File: src/hw/rtl/stbl_pkg.sv
`default_nettype none

package stbl_pkg;

    // Field widths fixed by the request and result formats.
    localparam int NODE_W = 6;
    localparam int TIME_W = 32;
    localparam int CNT_W  = 16;
    localparam int VERD_W = 2;

    // Default number of nodes held in the budget table.
    localparam int NODE_COUNT_DEF = 64;

    // Entries in the request queue between front and back.
    localparam int QUEUE_DEPTH = 2;

    // Configuration port.
    localparam int CFG_IDX_W  = 8;
    localparam int CFG_DATA_W = 32;

    localparam logic [CFG_IDX_W-1:0] CFG_SLOT_LEN      = 8'd0;
    localparam logic [CFG_IDX_W-1:0] CFG_GUARD         = 8'd1;
    localparam logic [CFG_IDX_W-1:0] CFG_CLIENT_BUDGET = 8'd2;
    localparam logic [CFG_IDX_W-1:0] CFG_MIX_BUDGET    = 8'd3;

    localparam logic [TIME_W-1:0] RST_SLOT_LEN      = 32'd60000;
    localparam logic [TIME_W-1:0] RST_GUARD         = 32'd0;
    localparam logic [CNT_W-1:0]  RST_CLIENT_BUDGET = 16'd10;
    localparam logic [CNT_W-1:0]  RST_MIX_BUDGET    = 16'd2500;

    // Verdict codes.
    localparam logic [VERD_W-1:0] VERDICT_SPENT = 2'd0;
    localparam logic [VERD_W-1:0] VERDICT_HOLD  = 2'd1;
    localparam logic [VERD_W-1:0] VERDICT_GUARD = 2'd2;

    // Classified request as it travels from front to back.
    typedef struct packed {
        logic [NODE_W-1:0] node_id;
        logic              is_mix;
        logic [TIME_W-1:0] time_ms;
        logic              out_of_range;
    } t_req;

    // Live configuration; slot_len is already forced to at least one.
    typedef struct packed {
        logic [TIME_W-1:0] slot_len;
        logic [TIME_W-1:0] guard;
        logic [CNT_W-1:0]  client_budget;
        logic [CNT_W-1:0]  mix_budget;
    } t_cfg;

    typedef enum logic [1:0] {
        BK_IDLE,
        BK_DIV,
        BK_RESOLVE
    } t_bk_state;

endpackage

`default_nettype wire

File: src/hw/rtl/slotted_token_budget_limiter.sv
`default_nettype none

// Channel     Direction  Handshake                         Payload
// s_axis      in         s_axis_tvalid / s_axis_tready     tdata: node_id, time_ms; tuser: mix
// m_axis      out        m_axis_tvalid / m_axis_tready     tdata: slot, count; tuser: verdict
// cfg         in         i_cfg_valid / o_cfg_ready         i_cfg_index, i_cfg_data
//
// Each request passes through the back end in order: a load, the bit-serial
// divide of time by slot length, and a resolve against the table.
// A two-entry queue takes requests while the back end divides, and the result
// register lets the next divide run while a result waits on m_axis_tready.
// Synchronous active-low reset empties the queue, clears the table valid bits
// and restores the register defaults; there is no clearing pass.

module slotted_token_budget_limiter #(
    parameter int NODE_COUNT = stbl_pkg::NODE_COUNT_DEF
) (
    input  wire                                 i_clk,
    input  wire                                 i_rst_n,
    // Request stream.
    input  wire                                 s_axis_tvalid,
    output logic                                s_axis_tready,
    input  wire  [39:0]                         s_axis_tdata,  // node_id[5:0], time_ms[37:6]
    input  wire  [0:0]                          s_axis_tuser,  // node_is_mix[0]
    // Result stream.
    output logic                                m_axis_tvalid,
    input  wire                                 m_axis_tready,
    output logic [47:0]                         m_axis_tdata,  // token_slot[31:0], spent_count[47:32]
    output logic [1:0]                          m_axis_tuser,  // verdict[1:0]
    // Configuration writes.
    input  wire                                 i_cfg_valid,
    output logic                                o_cfg_ready,
    input  wire  [stbl_pkg::CFG_IDX_W-1:0]      i_cfg_index,
    input  wire  [stbl_pkg::CFG_DATA_W-1:0]     i_cfg_data
);

    logic [stbl_pkg::TIME_W-1:0] r_slot_len;
    logic [stbl_pkg::TIME_W-1:0] r_guard;
    logic [stbl_pkg::CNT_W-1:0]  r_client_budget;
    logic [stbl_pkg::CNT_W-1:0]  r_mix_budget;
    stbl_pkg::t_cfg              w_cfg;
    stbl_pkg::t_req              w_req;
    logic                        w_req_valid;
    logic                        w_req_pop;
    logic                        w_cfg_wr;

    assign o_cfg_ready = 1'b1;
    assign w_cfg_wr    = i_cfg_valid && o_cfg_ready;

    // Register file; unknown indexes are ignored.
    always_ff @(posedge i_clk) begin
        if (!i_rst_n) begin
            r_slot_len      <= stbl_pkg::RST_SLOT_LEN;
            r_guard         <= stbl_pkg::RST_GUARD;
            r_client_budget <= stbl_pkg::RST_CLIENT_BUDGET;
            r_mix_budget    <= stbl_pkg::RST_MIX_BUDGET;
        end else if (w_cfg_wr) begin
            unique case (i_cfg_index)
                stbl_pkg::CFG_SLOT_LEN:      r_slot_len      <= i_cfg_data;
                stbl_pkg::CFG_GUARD:         r_guard         <= i_cfg_data;
                stbl_pkg::CFG_CLIENT_BUDGET: r_client_budget <= i_cfg_data[stbl_pkg::CNT_W-1:0];
                stbl_pkg::CFG_MIX_BUDGET:    r_mix_budget    <= i_cfg_data[stbl_pkg::CNT_W-1:0];
                default: ;
            endcase
        end
    end

    // A zero slot length behaves as one millisecond.
    always_comb begin
        w_cfg.slot_len      = (r_slot_len == '0) ? stbl_pkg::TIME_W'(1) : r_slot_len;
        w_cfg.guard         = r_guard;
        w_cfg.client_budget = r_client_budget;
        w_cfg.mix_budget    = r_mix_budget;
    end

    stbl_front #(
        .NODE_COUNT (NODE_COUNT)
    ) u_front (
        .i_clk         (i_clk),
        .i_rst_n       (i_rst_n),
        .i_valid       (s_axis_tvalid),
        .o_ready       (s_axis_tready),
        .i_node_id     (s_axis_tdata[5:0]),
        .i_node_is_mix (s_axis_tuser[0]),
        .i_time_ms     (s_axis_tdata[37:6]),
        .o_req         (w_req),
        .o_req_valid   (w_req_valid),
        .i_req_pop     (w_req_pop)
    );

    stbl_back #(
        .NODE_COUNT (NODE_COUNT)
    ) u_back (
        .i_clk         (i_clk),
        .i_rst_n       (i_rst_n),
        .i_cfg         (w_cfg),
        .i_req         (w_req),
        .i_req_valid   (w_req_valid),
        .o_req_pop     (w_req_pop),
        .o_out_valid   (m_axis_tvalid),
        .i_out_ready   (m_axis_tready),
        .o_verdict     (m_axis_tuser),
        .o_token_slot  (m_axis_tdata[31:0]),
        .o_spent_count (m_axis_tdata[47:32])
    );

endmodule

`default_nettype wire

File: src/hw/rtl/stbl_front.sv
`default_nettype none

module stbl_front #(
    parameter int NODE_COUNT = stbl_pkg::NODE_COUNT_DEF
) (
    input  wire                             i_clk,
    input  wire                             i_rst_n,
    input  wire                             i_valid,
    output logic                            o_ready,
    input  wire  [stbl_pkg::NODE_W-1:0]     i_node_id,
    input  wire                             i_node_is_mix,
    input  wire  [stbl_pkg::TIME_W-1:0]     i_time_ms,
    output stbl_pkg::t_req                  o_req,
    output logic                            o_req_valid,
    input  wire                             i_req_pop
);

    localparam int QPTR_W = (stbl_pkg::QUEUE_DEPTH > 1) ? $clog2(stbl_pkg::QUEUE_DEPTH) : 1;
    localparam int QCNT_W = $clog2(stbl_pkg::QUEUE_DEPTH + 1);

    stbl_pkg::t_req     r_queue [stbl_pkg::QUEUE_DEPTH];
    logic [QPTR_W-1:0]  r_wr_ptr;
    logic [QPTR_W-1:0]  r_rd_ptr;
    logic [QCNT_W-1:0]  r_count;
    logic [QPTR_W-1:0]  n_wr_ptr;
    logic [QPTR_W-1:0]  n_rd_ptr;
    stbl_pkg::t_req     w_req;
    logic               w_push;
    logic               w_pop;

    // Classify the incoming request: nodes beyond the table are refused later.
    always_comb begin
        w_req.node_id      = i_node_id;
        w_req.is_mix       = i_node_is_mix;
        w_req.time_ms      = i_time_ms;
        w_req.out_of_range = (32'(i_node_id) >= 32'(NODE_COUNT));
    end

    assign o_ready     = (r_count != QCNT_W'(stbl_pkg::QUEUE_DEPTH));
    assign w_push      = i_valid && o_ready;
    assign o_req_valid = (r_count != '0);
    assign w_pop       = i_req_pop && o_req_valid;
    assign o_req       = r_queue[r_rd_ptr];

    // Pointer wrap for the queue.
    always_comb begin
        n_wr_ptr = (r_wr_ptr == QPTR_W'(stbl_pkg::QUEUE_DEPTH - 1)) ? '0 : r_wr_ptr + 1'b1;
        n_rd_ptr = (r_rd_ptr == QPTR_W'(stbl_pkg::QUEUE_DEPTH - 1)) ? '0 : r_rd_ptr + 1'b1;
    end

    // Queue storage.
    always_ff @(posedge i_clk) begin
        if (w_push) begin
            r_queue[r_wr_ptr] <= w_req;
        end
    end

    // Queue control.
    always_ff @(posedge i_clk) begin
        if (!i_rst_n) begin
            r_wr_ptr <= '0;
            r_rd_ptr <= '0;
            r_count  <= '0;
        end else begin
            if (w_push) begin
                r_wr_ptr <= n_wr_ptr;
            end
            if (w_pop) begin
                r_rd_ptr <= n_rd_ptr;
            end
            if (w_push && !w_pop) begin
                r_count <= r_count + 1'b1;
            end else if (w_pop && !w_push) begin
                r_count <= r_count - 1'b1;
            end
        end
    end

endmodule

`default_nettype wire

File: src/hw/rtl/stbl_back.sv
`default_nettype none

module stbl_back #(
    parameter int NODE_COUNT = stbl_pkg::NODE_COUNT_DEF
) (
    input  wire                             i_clk,
    input  wire                             i_rst_n,
    input  stbl_pkg::t_cfg                  i_cfg,
    input  stbl_pkg::t_req                  i_req,
    input  wire                             i_req_valid,
    output logic                            o_req_pop,
    output logic                            o_out_valid,
    input  wire                             i_out_ready,
    output logic [stbl_pkg::VERD_W-1:0]     o_verdict,
    output logic [stbl_pkg::TIME_W-1:0]     o_token_slot,
    output logic [stbl_pkg::CNT_W-1:0]      o_spent_count
);

    localparam int NODE_SPAN = 1 << stbl_pkg::NODE_W;
    localparam int TBL_DEPTH = (NODE_COUNT < NODE_SPAN) ? NODE_COUNT : NODE_SPAN;
    localparam int TBL_AW    = $clog2(TBL_DEPTH);
    localparam int TW        = stbl_pkg::TIME_W;
    localparam int CW        = stbl_pkg::CNT_W;
    localparam int STEP_W    = $clog2(TW);

    stbl_pkg::t_bk_state r_state;
    stbl_pkg::t_bk_state n_state;

    // Request held for the duration of the division.
    logic [TBL_AW-1:0]   r_addr;
    logic                r_is_mix;
    logic                r_oor;

    // Restoring divider: r_quo starts as the dividend and ends as the quotient.
    logic [TW-1:0]       r_quo;
    logic [TW-1:0]       r_rem;
    logic [STEP_W-1:0]   r_step;
    logic [TW:0]         w_trial;
    logic                w_trial_ge;
    logic [TW:0]         w_trial_sub;

    // Per-node table and its valid bits.
    logic [TW-1:0]       r_mem_slot  [TBL_DEPTH];
    logic [CW-1:0]       r_mem_count [TBL_DEPTH];
    logic [TW-1:0]       r_rd_slot;
    logic [CW-1:0]       r_rd_count;
    logic [TBL_DEPTH-1:0] r_vld;

    // Output register.
    logic                r_out_valid;
    logic [stbl_pkg::VERD_W-1:0] r_out_verdict;
    logic [TW-1:0]       r_out_slot;
    logic [CW-1:0]       r_out_count;

    // Control strobes.
    logic                w_load;
    logic                w_step;
    logic                w_fire;
    logic                w_out_free;

    // Decision logic.
    logic [TW-1:0]       w_stored_slot;
    logic [CW-1:0]       w_stored_count;
    logic [CW-1:0]       w_cur_count;
    logic [CW-1:0]       w_budget;
    logic                w_guard_hit;
    logic                w_update;
    logic [stbl_pkg::VERD_W-1:0] w_verdict;
    logic [TW-1:0]       w_slot_res;
    logic [CW-1:0]       w_count_res;
    logic [CW-1:0]       w_count_wr;

    assign w_out_free = !r_out_valid || i_out_ready;

    // Next state.
    always_comb begin
        n_state = r_state;
        unique case (r_state)
            stbl_pkg::BK_IDLE: begin
                if (i_req_valid) begin
                    n_state = stbl_pkg::BK_DIV;
                end
            end
            stbl_pkg::BK_DIV: begin
                if (r_step == STEP_W'(TW - 1)) begin
                    n_state = stbl_pkg::BK_RESOLVE;
                end
            end
            stbl_pkg::BK_RESOLVE: begin
                if (w_out_free) begin
                    n_state = stbl_pkg::BK_IDLE;
                end
            end
            default: n_state = stbl_pkg::BK_IDLE;
        endcase
    end

    // State outputs.
    always_comb begin
        w_load = 1'b0;
        w_step = 1'b0;
        w_fire = 1'b0;
        unique case (r_state)
            stbl_pkg::BK_IDLE:    w_load = i_req_valid;
            stbl_pkg::BK_DIV:     w_step = 1'b1;
            stbl_pkg::BK_RESOLVE: w_fire = w_out_free;
            default: ;
        endcase
    end

    assign o_req_pop = w_load;

    always_ff @(posedge i_clk) begin
        if (!i_rst_n) begin
            r_state <= stbl_pkg::BK_IDLE;
        end else begin
            r_state <= n_state;
        end
    end

    // One quotient bit per cycle.
    always_comb begin
        w_trial     = {r_rem, r_quo[TW-1]};
        w_trial_ge  = (w_trial >= {1'b0, i_cfg.slot_len});
        w_trial_sub = w_trial - {1'b0, i_cfg.slot_len};
    end

    always_ff @(posedge i_clk) begin
        if (w_load) begin
            r_quo    <= i_req.time_ms;
            r_rem    <= '0;
            r_step   <= '0;
            r_addr   <= i_req.node_id[TBL_AW-1:0];
            r_is_mix <= i_req.is_mix;
            r_oor    <= i_req.out_of_range;
        end else if (w_step) begin
            r_quo  <= {r_quo[TW-2:0], w_trial_ge};
            r_rem  <= w_trial_ge ? w_trial_sub[TW-1:0] : w_trial[TW-1:0];
            r_step <= r_step + 1'b1;
        end
    end

    // Decide the verdict once the quotient and remainder are ready.
    always_comb begin
        w_stored_slot  = r_vld[r_addr] ? r_rd_slot : '0;
        w_stored_count = r_vld[r_addr] ? r_rd_count : '0;
        w_cur_count    = (w_stored_slot == r_quo) ? w_stored_count : '0;
        w_budget       = r_is_mix ? i_cfg.mix_budget : i_cfg.client_budget;
        w_guard_hit    = (i_cfg.guard != '0)
                       && (({1'b0, r_rem} + {1'b0, i_cfg.guard}) >= {1'b0, i_cfg.slot_len});
        w_update       = 1'b0;
        w_count_wr     = w_cur_count;
        w_slot_res     = '0;
        w_count_res    = w_cur_count;
        if (r_oor) begin
            w_verdict   = stbl_pkg::VERDICT_HOLD;
            w_count_res = '0;
        end else if (w_guard_hit) begin
            w_verdict = stbl_pkg::VERDICT_GUARD;
        end else if (w_cur_count >= w_budget) begin
            // Refused, but a slot rollover still clears the stored count.
            w_verdict = stbl_pkg::VERDICT_HOLD;
            w_update  = 1'b1;
        end else begin
            w_verdict   = stbl_pkg::VERDICT_SPENT;
            w_update    = 1'b1;
            w_count_wr  = w_cur_count + 1'b1;
            w_slot_res  = r_quo;
            w_count_res = w_count_wr;
        end
    end

    // Table storage: one write port, one registered read port.
    always_ff @(posedge i_clk) begin
        if (w_fire && w_update) begin
            r_mem_slot[r_addr]  <= r_quo;
            r_mem_count[r_addr] <= w_count_wr;
        end
        r_rd_slot  <= r_mem_slot[r_addr];
        r_rd_count <= r_mem_count[r_addr];
    end

    // Valid bits stand in for the all-zero reset of the table.
    always_ff @(posedge i_clk) begin
        if (!i_rst_n) begin
            r_vld <= '0;
        end else if (w_fire && w_update) begin
            r_vld[r_addr] <= 1'b1;
        end
    end

    // Result register; the next request may be dividing while this waits.
    always_ff @(posedge i_clk) begin
        if (!i_rst_n) begin
            r_out_valid <= 1'b0;
        end else if (w_fire) begin
            r_out_valid <= 1'b1;
        end else if (i_out_ready) begin
            r_out_valid <= 1'b0;
        end
    end

    always_ff @(posedge i_clk) begin
        if (w_fire) begin
            r_out_verdict <= w_verdict;
            r_out_slot    <= w_slot_res;
            r_out_count   <= w_count_res;
        end
    end

    assign o_out_valid   = r_out_valid;
    assign o_verdict     = r_out_verdict;
    assign o_token_slot  = r_out_slot;
    assign o_spent_count = r_out_count;

`ifndef SYNTH
    // Only a spent token carries a slot index.
    a_slot_only_when_spent: assert property (@(posedge i_clk) disable iff (!i_rst_n)
        (r_out_valid && (r_out_verdict != stbl_pkg::VERDICT_SPENT)) |-> (r_out_slot == '0))
        else $error("token slot set on a result that spent no token");

    // A spent token always leaves a nonzero count behind.
    a_spent_count_nonzero: assert property (@(posedge i_clk) disable iff (!i_rst_n)
        (w_fire && (w_verdict == stbl_pkg::VERDICT_SPENT)) |-> (w_count_res != '0))
        else $error("spent token with zero count");

    // The divider must have finished with a remainder below the slot length.
    a_rem_below_len: assert property (@(posedge i_clk) disable iff (!i_rst_n)
        (r_state == stbl_pkg::BK_RESOLVE) |-> (r_rem < i_cfg.slot_len))
        else $error("divider remainder not below slot length");

    // A new request starts only after the previous result has been placed.
    a_load_after_fire: assert property (@(posedge i_clk) disable iff (!i_rst_n)
        (r_state == stbl_pkg::BK_RESOLVE && w_out_free) |=> (r_state == stbl_pkg::BK_IDLE))
        else $error("resolve did not hand over to idle");
`endif

endmodule

`default_nettype wire

File: config.mk
export PLATFORM = sky130hd
export DESIGN_NAME = slotted_token_budget_limiter
export DESIGN_NICKNAME = d
export VERILOG_FILES = /design/src/hw/rtl/stbl_pkg.sv /design/src/hw/rtl/slotted_token_budget_limiter.sv /design/src/hw/rtl/stbl_front.sv /design/src/hw/rtl/stbl_back.sv
export SDC_FILE = /design/constraint.sdc
export NUM_CORES = 2
export LEC_CHECK = 0
export BUFFER_PORTS_ARGS = -buffer_cell sky130_fd_sc_hd__buf_2
export CORE_ASPECT_RATIO = 0.5
export CORE_MARGIN = 4
export CORE_UTILIZATION = 60
export CTS_CLUSTER_DIAMETER = 120
export DETAILED_ROUTE_END_ITERATION = 8
export HOLD_SLACK_MARGIN = 0.15
export PLACE_DENSITY_LB_ADDON = 0.1
export SKIP_LAST_GASP = 1
export SYNTH_ARGS = -nofsm -noshare
export SYNTH_HDL_FRONTEND = slang
export SYNTH_SLANG_ARGS = --single-unit
File: constraint.sdc
create_clock -name i_clk -period 8.9 [get_ports i_clk]
set_clock_uncertainty 0.2 [all_clocks]
set_input_delay 0.89 -clock i_clk [delete_from_list [all_inputs] [get_ports i_clk]]
set_output_delay 0.89 -clock i_clk [all_outputs]
set_load 0.02 [all_outputs]
==> results.yml <==
pwr:
  pwr-share-comb_pct: 24.1
  powerDensity_mw_per_mm2: 300
  clkPwrFrac_pct: 29.5
  pwr-share-seq_pct: 46.4
  leakagePower_nw: 49.1
  peakVddDrop_uv: 227
  power.switching_w: 0.0146
  p_int_w: 0.0296
  swShare_pct: 33.0
drt:
  totalWireLength_um: 434000
  post-route-drc-count: 0
  dr.pass1.iters: 8
  wl_per_cell_um: 38.3
  vias: 82200
  ant_nets: 0
  drt_iter0_drc: 15300
  viasPerCell: 7.26
cells_and_area:
  final_common_cell: "edfxtp_1"
  final_cells: 11300
  layout_common_cells: "edfxtp_1 (3239), a22oi_1 (880), nand2_1 (373)"
  nNetsFinal: 8399
  area_growth_pct: 12.3
  drive_gt1_share_pct: 13.0
  fill_cells: 14400
setup_path:
  critical_path_class: "flip-flop to flip-flop"
  arrival_ns: 8.58
  critPathMaxFanout: 65
  start_kind: "flip-flop"
  critPathRequiredTime_ns: 9.16
  path_cells: "buf_4, xor2_1, nor4_1, nand3_1, nor3_1, buf_4, nand3_1, nor4_4, buf_4, and2_1, ha_1, a21o_1, a21o_1, a21oi_1, o21a_1, o311ai_1, a311oi_4, nand2_1, nor3_1, o21a_2"
  end_kind: "flip-flop"
  worstReg2RegStart: "u_back.r_quo[2]"
  cp-startpoint: "u_back.r_quo[2]"
  slowest_delay_ns: 1.23
  crit_buf_inv: 3
  worst_path_max_delay_cell: "nor4_1"
  path_common_cell: "buf_4"
  crit_family: "simple AND/OR/NAND/NOR gates"
sta:
  worst_pin_slew_ns: 1.60
  fmax_ghz: 0.120
  final_hold_viol_count: 0
  fin_crit_ns: 8.32
  fin_setup_tns_ns: 0
  maxSlewViolCount: 2
  period_share_pct: 93.5
  setup_viol: 0
  rsz0062_at_grt: "false"
  slew_headroom_pct: -7.89
outcome:
  status: "finished, violations left"
  violations: "capacitance limit, slew limit"
yosys:
  synthArstFlopShare_pct: 0
  synth_area_mm2: 0.132
  syn_nets: 8045
  ys.warnings.count: 0
  synth.distinct_cells: 85
  synth_top_area_cell: "edfxtp_1"
  synthTopCellsByArea: "edfxtp_1 (74%), a22oi_1 (5.0%), dfxtp_1 (3.9%)"
  synth_cells: 7841
  synth_edf_count: 3239
  synth_top_area_share_pct: 74.0
  avgSynthCellArea_um2: 16.8
  synth-seq-area-share_pct: 77.8
  ys_ff_latch: 3492
  yosys_most_used_dff: "edfxtp_1"
global_route:
  grt_pass1_wl_um: 596000
  track_usage_pct: 37.5
  gr-total-overflow: 0
  grt_pass1_vias: 75700
  grt_max_degree: 104
  antenna_found_initial: 27
clock_tree:
  clkSinkCount: 3492
  clk_path_buf_depth: 4
  cts_tree: "done"
  cts.htree.levels: 5
  clk_latency_ns: 0.88
  cts_buffers: 296
  cts_root_buffer: "clkbuf_16"
  clk_pin_slew_worst_paths_ns: 0.06
  post_cts_buffers: 0
placed_design:
  portBuffers: 135
  dp_cells: 10700
  post-dp-hpwl_um: 246000
  gp_congestion: 0.908
die:
  core_mm2: 0.218
  start_util_pct: 60.4
  num_rows: 121
  ios: 139
  fp.dieW_um: 670
  fp.dieH_um: 339
  die-area_mm2: 0.227
min_path:
  hp-class: "primary input to flip-flop"
  hp-start: "m_axis_tready"
job:
  maxCapViolations: 1
==> cell families after synthesis <==
group                      count (synthesis)  share of synthesized area [%]
muxes                                    216                           1.96
AOI/OAI and AO/OA                       2341                           13.0
buffers and inverters                    545                           1.68
and+or+nand+nor                         1041                           3.82
other                                      1                        0.00285
DFF                                     3492                           77.8
xor gates and xnor gates                  87                          0.579
adders and majority gates                118                           1.13
==> metal layers <==
layer	global-route usage, %	part of all wire (%)	vias up
li1	-	-	32800
met1	54.4	37	41400
met2	51.3	41	6968
met3	15.2	18	997
met4	13.3	4.2	24
met5	0	0.040	-
==> power groups by stage <==
stage / Sequential [W] / Clock [W] / Combinational [W]
detailed placement: 0.0208 / 0 / 0.0102
floorplan: 0.0210 / 0 / 0.00500
global route: 0.0205 / 0.0138 / 0.0111
CTS: 0.0204 / 0.0130 / 0.0103
global placement: 0.0208 / 0 / 0.0101
finish: 0.0205 / 0.0131 / 0.0107
==> what timing repair did <==
action,in CTS,in global routing
hold buffers,71,0
endpoints found under the hold margin,166,0
resized for setup,0,0
==> cell usage after synthesis, drive strengths merged, types with 17 or more instances <==
cell type	n
o21a	85
mux4	27
a22o	224
xor2	20
a21oi	210
clkbuf	239
nor3	37
nand3	84
nand2b	18
edfxtp	3239
a31oi	194
nor4	47
nand2	379
a211oi	17
mux2	60
o211ai	22
o21ai	181
a22oi	880
mux2i	129
a221oi	304
xnor2	67
dfxtp	253
a21boi	90
nor2b	30
buf	234
inv	70
nand4	134
a21o	35
and2	73
nor2	186
ha	116
==> sequential cells by signal, indices dropped and copies added (netlist names), 32 cells and up, named ones only <==
register	flops
u_back.r_mem_slot	2048
u_back.r_mem_count	1024
u_front.r_queue	78
u_back.r_vld	64
r_guard	32
r_slot_len	32
u_back.o_token_slot	32
u_back.r_quo	32
u_back.r_rd_slot	32
u_back.r_rem	32
==> final timing paths <==
kind | end | depth (start not counted) | slack (ns)
max | u_back.r_mem_count[60][12] | 20 | 0.58
min | u_back.o_out_valid | 3 | 0.20
max reg2reg | u_back.r_mem_count[60][12] | 20 | 0.58
min reg2reg | r_client_budget[14] | 2 | 0.26
==> through the flow <==
step | setup WS (ns) | util (%) | power (W) | hold WS [ns] | cell area, um^2
4_1_cts | 1.18 | 67.7 | 0.0438 | 0.158 | 148000
3_5_place_dp | 1.25 | 63.1 | 0.0310 | 0.249 | 137000
2_1_floorplan | 1.69 | - | 0.0260 | 0.230 | 132000
6_report | 0.579 | 67.8 | 0.0442 | 0.197 | 148000
3_3_place_gp | 1.27 | 63.1 | 0.0309 | 0.238 | 137000
5_1_grt | 0.486 | 67.8 | 0.0453 | 0.198 | 148000
==> tightest hold or removal path, stage by stage <==
cell	delay, ns
buf_2	0.09
nand2b_1	0.14
a21boi_0	0.09
==> final cells by class <==
| cell class | instances | area (um^2) | area share, % |
|---|---|---|---|
| Sequential cell | 3492 | 102000 | 69.3 |
| Clock inverter | 150 | 1440 | 0.976 |
| Antenna cell | 18 | 45.0 | 0.0305 |
| Multi-Input combinational cell | 3804 | 27700 | 18.7 |
| Timing Repair Buffer | 529 | 4240 | 2.87 |
| Inverter | 72 | 270 | 0.183 |
| Clock buffer | 378 | 8040 | 5.45 |
| Tap cell | 2890 | 3620 | 2.45 |
(Power assumes the default switching activity.)
